File: src/design/cfct_pkg.sv
// Shared types and constants for the client flow counter table.
package cfct_pkg;

  localparam int unsigned AddrW  = 32;
  localparam int unsigned PortW  = 16;
  localparam int unsigned CountW = 32;
  localparam int unsigned StatW  = 3;

  localparam logic [CountW-1:0] CountMax = {CountW{1'b1}};

  localparam logic [StatW-1:0] ST_HIT        = 3'd0;
  localparam logic [StatW-1:0] ST_NEW        = 3'd1;
  localparam logic [StatW-1:0] ST_FULL       = 3'd2;
  localparam logic [StatW-1:0] ST_CLOSED     = 3'd3;
  localparam logic [StatW-1:0] ST_CLOSE_MISS = 3'd4;

  localparam logic FUNC_MSG   = 1'b0;
  localparam logic FUNC_CLOSE = 1'b1;

  // Lookup token that walks down the row of entry cells.
  typedef struct packed {
    logic              vld;
    logic              func;
    logic [AddrW-1:0]  addr;
    logic [PortW-1:0]  port;
    logic              hit;
    logic              free_seen;
    logic [CountW-1:0] count;
  } tok_t;

  // Claim of the tentatively chosen free entry, sent to all cells.
  typedef struct packed {
    logic             en;
    logic [AddrW-1:0] addr;
    logic [PortW-1:0] port;
  } claim_t;

  typedef enum logic [1:0] {
    S_IDLE,
    S_RUN,
    S_HOLD
  } ctl_state_t;

endpackage

File: src/design/client_flow_counter_table.sv
// Top level of the client flow counter table: cell row, control and result register.
//
// Usage: each input item carries func (0 message, 1 close), src_addr and
// src_port. Every item yields exactly one result item with msg_count and
// status (0 hit, 1 new entry, 2 table full, 3 closed, 4 close miss).
// Both channels use valid/stall; an item moves on an edge with valid high
// and stall low.
// An accepted item becomes a token that walks down a row of ENTRIES entry
// cells, one cell per cycle. A message that misses claims the first free
// cell it passed when the token leaves the row. As the token leaves, its
// result is loaded into the output register, or held inside if the
// receiver stalls. A new item is accepted only after the token has left
// the row, so only one item is in the row at a time.
// in_stall stays high while a token is in the row. If the receiver stalls,
// the result waits in the output register and one more finished result is
// held inside; a further item is not accepted until that one moves out.
// Reset (synchronous, rst_n low) frees every entry and clears the counters
// in the same cycle; no clearing pass is needed.
module client_flow_counter_table
  import cfct_pkg::*;
#(
  parameter int unsigned ENTRIES = 16
) (
  input  logic              clk,
  input  logic              rst_n,
  input  logic              in_valid,
  output logic              in_stall,
  input  logic              in_func,
  input  logic [AddrW-1:0]  in_src_addr,
  input  logic [PortW-1:0]  in_src_port,
  output logic              out_valid,
  input  logic              out_stall,
  output logic [CountW-1:0] out_msg_count,
  output logic [StatW-1:0]  out_status
);

  ctl_state_t state_r, state_nxt;

  tok_t   tok [ENTRIES+1];
  tok_t   head_r;
  claim_t claim;
  tok_t   tok_end;

  logic              in_acc;
  logic              out_free;
  logic              load_out;
  logic              load_hold;
  logic [CountW-1:0] res_count;
  logic [StatW-1:0]  res_status;
  logic [CountW-1:0] hold_count_r;
  logic [StatW-1:0]  hold_status_r;
  logic              out_valid_r, out_valid_nxt;
  logic [CountW-1:0] out_count_r;
  logic [StatW-1:0]  out_status_r;

  assign in_acc   = in_valid && !in_stall;
  assign out_free = !out_valid_r || !out_stall;
  assign tok_end  = tok[ENTRIES];

  // Token entering the row.
  always_ff @(posedge clk) begin
    if (!rst_n) begin
      head_r <= '0;
    end else begin
      head_r.vld       <= in_acc;
      head_r.func      <= in_func;
      head_r.addr      <= in_src_addr;
      head_r.port      <= in_src_port;
      head_r.hit       <= 1'b0;
      head_r.free_seen <= 1'b0;
      head_r.count     <= '0;
    end
  end

  assign tok[0] = head_r;

  for (genvar i = 0; i < ENTRIES; i++) begin : g_cell
    cfct_cell u_cell (
      .clk     (clk),
      .rst_n   (rst_n),
      .tok_i   (tok[i]),
      .claim_i (claim),
      .tok_o   (tok[i+1])
    );
  end

  // Result of the item whose token leaves the row this cycle.
  always_comb begin
    res_count  = '0;
    res_status = ST_CLOSE_MISS;
    if (tok_end.func == FUNC_CLOSE) begin
      res_status = tok_end.hit ? ST_CLOSED : ST_CLOSE_MISS;
    end else if (tok_end.hit) begin
      res_status = ST_HIT;
      res_count  = tok_end.count;
    end else if (tok_end.free_seen) begin
      res_status = ST_NEW;
      res_count  = {{(CountW-1){1'b0}}, 1'b1};
    end else begin
      res_status = ST_FULL;
    end
  end

  assign claim.en   = tok_end.vld && (tok_end.func == FUNC_MSG) &&
                      !tok_end.hit && tok_end.free_seen;
  assign claim.addr = tok_end.addr;
  assign claim.port = tok_end.port;

  always_comb begin
    state_nxt = state_r;
    unique case (state_r)
      S_IDLE: begin
        if (in_acc) begin
          state_nxt = S_RUN;
        end
      end
      S_RUN: begin
        if (tok_end.vld) begin
          state_nxt = out_free ? S_IDLE : S_HOLD;
        end
      end
      S_HOLD: begin
        if (out_free) begin
          state_nxt = S_IDLE;
        end
      end
      default: state_nxt = S_IDLE;
    endcase
  end

  always_comb begin
    in_stall  = 1'b1;
    load_out  = 1'b0;
    load_hold = 1'b0;
    unique case (state_r)
      S_IDLE: in_stall = 1'b0;
      S_RUN: begin
        load_out  = tok_end.vld && out_free;
        load_hold = tok_end.vld && !out_free;
      end
      S_HOLD: load_out = out_free;
      default: in_stall = 1'b1;
    endcase
  end

  always_comb begin
    out_valid_nxt = out_valid_r;
    if (load_out) begin
      out_valid_nxt = 1'b1;
    end else if (!out_stall) begin
      out_valid_nxt = 1'b0;
    end
  end

  always_ff @(posedge clk) begin
    if (!rst_n) begin
      state_r     <= S_IDLE;
      out_valid_r <= 1'b0;
    end else begin
      state_r     <= state_nxt;
      out_valid_r <= out_valid_nxt;
    end
  end

  always_ff @(posedge clk) begin
    if (load_hold) begin
      hold_count_r  <= res_count;
      hold_status_r <= res_status;
    end
    if (load_out) begin
      out_count_r  <= (state_r == S_HOLD) ? hold_count_r : res_count;
      out_status_r <= (state_r == S_HOLD) ? hold_status_r : res_status;
    end
  end

  assign out_valid     = out_valid_r;
  assign out_msg_count = out_count_r;
  assign out_status    = out_status_r;

endmodule

File: src/design/cfct_cell.sv
// One table entry: key compare, counter update and free-entry candidate flag.
module cfct_cell
  import cfct_pkg::*;
(
  input  logic   clk,
  input  logic   rst_n,
  input  tok_t   tok_i,
  input  claim_t claim_i,
  output tok_t   tok_o
);

  logic              valid_r, valid_nxt;
  logic              cand_r, cand_nxt;
  logic [AddrW-1:0]  addr_r, addr_nxt;
  logic [PortW-1:0]  port_r, port_nxt;
  logic [CountW-1:0] count_r, count_nxt;
  tok_t              tok_r, tok_nxt;

  logic              match;
  logic [CountW-1:0] count_inc;

  assign match = tok_i.vld && !tok_i.hit && valid_r &&
                 (addr_r == tok_i.addr) && (port_r == tok_i.port);
  assign count_inc = (count_r == CountMax) ? CountMax : count_r + 1'b1;

  always_comb begin
    valid_nxt = valid_r;
    cand_nxt  = cand_r;
    addr_nxt  = addr_r;
    port_nxt  = port_r;
    count_nxt = count_r;
    tok_nxt   = tok_i;
    if (tok_i.vld) begin
      // The first free entry seen by this item becomes the claim candidate.
      cand_nxt = !valid_r && !tok_i.free_seen;
      if (!valid_r) begin
        tok_nxt.free_seen = 1'b1;
      end
    end
    if (match) begin
      tok_nxt.hit = 1'b1;
      if (tok_i.func == FUNC_CLOSE) begin
        valid_nxt     = 1'b0;
        count_nxt     = '0;
        tok_nxt.count = '0;
      end else begin
        count_nxt     = count_inc;
        tok_nxt.count = count_inc;
      end
    end
    if (claim_i.en && cand_r) begin
      valid_nxt = 1'b1;
      addr_nxt  = claim_i.addr;
      port_nxt  = claim_i.port;
      count_nxt = {{(CountW-1){1'b0}}, 1'b1};
    end
  end

  always_ff @(posedge clk) begin
    if (!rst_n) begin
      valid_r <= 1'b0;
      cand_r  <= 1'b0;
      count_r <= '0;
      tok_r   <= '0;
    end else begin
      valid_r <= valid_nxt;
      cand_r  <= cand_nxt;
      count_r <= count_nxt;
      tok_r   <= tok_nxt;
    end
  end

  always_ff @(posedge clk) begin
    addr_r <= addr_nxt;
    port_r <= port_nxt;
  end

  assign tok_o = tok_r;

endmodule

File: config.mk
export PLATFORM = sky130hd
export DESIGN_NAME = client_flow_counter_table
export DESIGN_NICKNAME = d
export VERILOG_FILES = /design/src/design/cfct_pkg.sv /design/src/design/client_flow_counter_table.sv /design/src/design/cfct_cell.sv
export SDC_FILE = /design/constraint.sdc
export NUM_CORES = 2
export LEC_CHECK = 0
export BUFFER_PORTS_ARGS = -buffer_cell sky130_fd_sc_hd__buf_2
export CAP_MARGIN = 20
export CORE_UTILIZATION = 57
export DETAILED_ROUTE_END_ITERATION = 8
export PLACE_DENSITY_LB_ADDON = 0.25
export SYNTH_ARGS = -nofsm -noshare
export SYNTH_HDL_FRONTEND = slang
export SYNTH_SLANG_ARGS = --single-unit
File: constraint.sdc
create_clock -name clk -period 11.61 [get_ports clk]
set_clock_uncertainty 0.1 [all_clocks]
set_input_delay 0.5805 -clock clk [delete_from_list [all_inputs] [get_ports clk]]
set_output_delay 0.5805 -clock clk [all_outputs]
set_load 0.005 [all_outputs]
==> flow_summary_export.csv <==
group,metric,value,unit
outcome,status,"complete, no violations",
synthesis,syn_area,0.114,sq mm
synthesis,synth_nets,11194,
critical_path,path_class,"register to register",
route,drt_iter0_markers,10166,
timing,min_period,4460,ps
place,placedCellCount,13263,
grt,first_global_vias,80059,
floorplan,std_cell_rows,163,
synthesis,syn_inst,11122,
critical_path,arrival,5190,ps
synthesis,avgSynthCellArea,10.3,sq um
synthesis,yosysSeqAreaShare,56.1,%
timing,relSlewSlack,24.2,%
synthesis,synth_enable_flop_cells,838,
grt,grt.total_usage,31.1,%
floorplan,die-area,0.202,sq mm
place,gp_congestion,0.905,
synthesis,synthDistinctLibCells,81,
finish,final_cell_mix,"dfxtp_1 (1916), nand2_1 (963), and2_1 (910)",
synthesis,ys.flop_type,"dfxtp_1",
floorplan,ios,90,
finish,final_area,0.127,sq mm
route,final_antenna_net_count,0,
finish,register_area,0.0641,sq mm
power_and_ir_drop,p_per_area,155,mW/mm^2
timing,rsz0062_at_grt,"no",
route,totalWireLength,325000,um
finish,fill_cells,15388,
power_and_ir_drop,report.power.total,0.0196,W
finish,multi_input_comb_area,0.0470,sq mm
clock_tree,cts_root_buf,"clkbuf_16",
grt,grt_pass1_wl,491000,um
timing,finalMaxSlewViolations,0,
timing,finalSetupViolCount,0,
grt,grt_antenna_before_repair,15,
place,dpl.hpwl,216000,um
clock_tree,cts_setup_buffers,0,
clock_tree,htree_levels,5,
clock_tree,clk_latency,950,ps
clock_tree,clockBufferDepth,4,
place,dp_slack,7180,ps
timing,setup_ws,7150,ps
floorplan,die_y,450,um
min_path,hp-class,"input port to register",
synthesis,synth_warnings,0,
power_and_ir_drop,peakVddDrop,0.149,mV
route,drc,0,
clock_tree,cts_hold_buf,52,
route,routedWlPerCell,23.5,um
synthesis,async_flop_share,0,%
floorplan,die_w,450,um
route,num_vias,85093,
flow_run,drv_cap,0,
clock_tree,cts_buffers,300,
finish,final_common_cell,"dfxtp_1",
clock_tree,cts.sinks,2779,
clock_tree,cts_tree,"done",
timing,worst_pin_slew,1130,ps
finish,nNetsFinal,11063,
floorplan,coreArea,0.198,sq mm
clock_tree,clkTransAtPathRegs,60,ps
critical_path,cp_data_required_time,12340,ps
critical_path,startpoint_type,"register",
power_and_ir_drop,p_leak,43.2,nW
finish,drive_above_1_share,8.02,%
timing,max_freq,224,MHz
critical_path,end_kind,"register",
timing,final_hold_viol_count,0,
timing,finalCritPeriodShare,38.4,%
floorplan,start_util,57.6,%
route,dr.pass1.iters,6,
grt,grt_overflow_total,0,
grt,grt_max_degree,137,
critical_path,worstPathMaxFanout,83,
place,numPortBuffers,89,
finish,final_cells,13861,
clock_tree,cts_resized,0,
timing,finalSetupTns,0,ps
route,viasPerCell,6.14,
synthesis,ys_seq_elements,2779,
place,placed_area,0.117,sq mm
finish,areaGrowthSynthToFinish,11.1,%
per-stage QoR:
step | hold WS [ps] | util (%)
after detailed placement | 316 | 58.8
after floorplan | 317 | -
after global routing | 264 | 64.0
after global placement | 315 | 58.7
after CTS | 233 | 63.9
final | 282 | 64.0
sequential cells by signal, summed over array words and instances (netlist names), 32 cells and up:
signal / cells
hold_count_r: 32
g_cell.u_cell.port_r: 256
g_cell.u_cell.count_r: 512
g_cell.u_cell.addr_r: 512
g_cell.u_cell.tok_o: 1344
out_msg_count: 32
head_r: 50
metal layers:
metal  vias to the layer above  share of wire (%)  GRT usage [%]
li1                      39372                  -              -
met1                     41247                 42           43.2
met2                      3758                 46           49.6
met3                       716                8.0           4.69
met4                         0                3.7           11.1
met5                         -                  0              0
where the power goes:
group	internal, W	total (W)	switching (W)	leakage, nW
Clock	0.00554	0.00939	0.00385	4.75
Combinational	0.0000700	0.000240	0.000170	16.6
Sequential	0.00997	0.0100	0.0000319	21.8
Total	0.0156	0.0196	0.00405	43.2
synthesized netlist by cell type, drive strengths merged (38+ instances only):
master / n / share of area, %
dfxtp: 1941 / 34
nand2: 963 / 3.2
and2: 913 / 5.0
edfxtp: 838 / 22
xor2: 768 / 5.9
a21oi: 671 / 2.9
clkbuf: 628 / 2.1
nor2: 536 / 1.8
nand3: 380 / 1.7
xnor2: 340 / 2.6
o21ai: 334 / 1.5
a211oi: 329 / 2.2
nor4: 268 / 1.6
nand4: 266 / 1.5
nor3: 241 / 1.1
mux2i: 186 / 1.6
inv: 144 / 0.47
and3: 129 / 0.71
o22ai: 115 / 0.63
buf: 108 / 0.42
o32ai: 107 / 0.82
a31oi: 98 / 0.54
nand2b: 86 / 0.47
and4: 67 / 0.51
o211ai: 57 / 0.37
a31o: 52 / 0.40
o2bb2ai: 48 / 0.37
nor2b: 45 / 0.25
a41o: 41 / 0.36
mux2: 41 / 0.40
o2111ai: 39 / 0.30
a21o: 38 / 0.25
cell type report:
| cell class | count | area share (%) |
|---|---|---|
| Timing Repair Buffer | 303 | 1.91 |
| Multi-Input combinational cell | 7459 | 37.0 |
| Clock inverter | 112 | 0.822 |
| Clock buffer | 413 | 6.76 |
| Antenna cell | 7 | 0.0138 |
| Tap cell | 2640 | 2.60 |
| Sequential cell | 2779 | 50.5 |
| Inverter | 148 | 0.444 |
cells by family after synthesis:
| kind of cell | share of synthesized area, % |
|---|---|
| and+or+nand+nor | 18.5 |
| buffers and inverters | 2.98 |
| DFF | 56.1 |
| xor gates and xnor gates | 8.50 |
| muxes | 2.03 |
| AOI/OAI and AO/OA | 11.8 |
| adders and majority gates | 0.208 |
path summary, 6_finish.rpt:
kind / start / endpoint / slack, ps / cells after the start
worst max-delay path: g_cell[3].u_cell.port_r[15] / g_cell[3].u_cell.tok_o[24] / 7150 / 7
worst min-delay path: in_src_addr[29] / head_r[79] / 280 / 3
worst max register to register: g_cell[3].u_cell.port_r[15] / g_cell[3].u_cell.tok_o[24] / 7150 / 7
worst min register to register: g_cell[15].u_cell.tok_o[70] / g_cell[15].u_cell.addr_r[20] / 330 / 0
worst max-delay path, stage by stage, from the launching register on:
cell	delay [ps]
edfxtp_1	380
xor2_1	160
nor4_1	740
nand4_1	260
nor4_4	930
buf_4	790
nand2_1	510
o32ai_1	420
(Power assumes the default switching activity.)
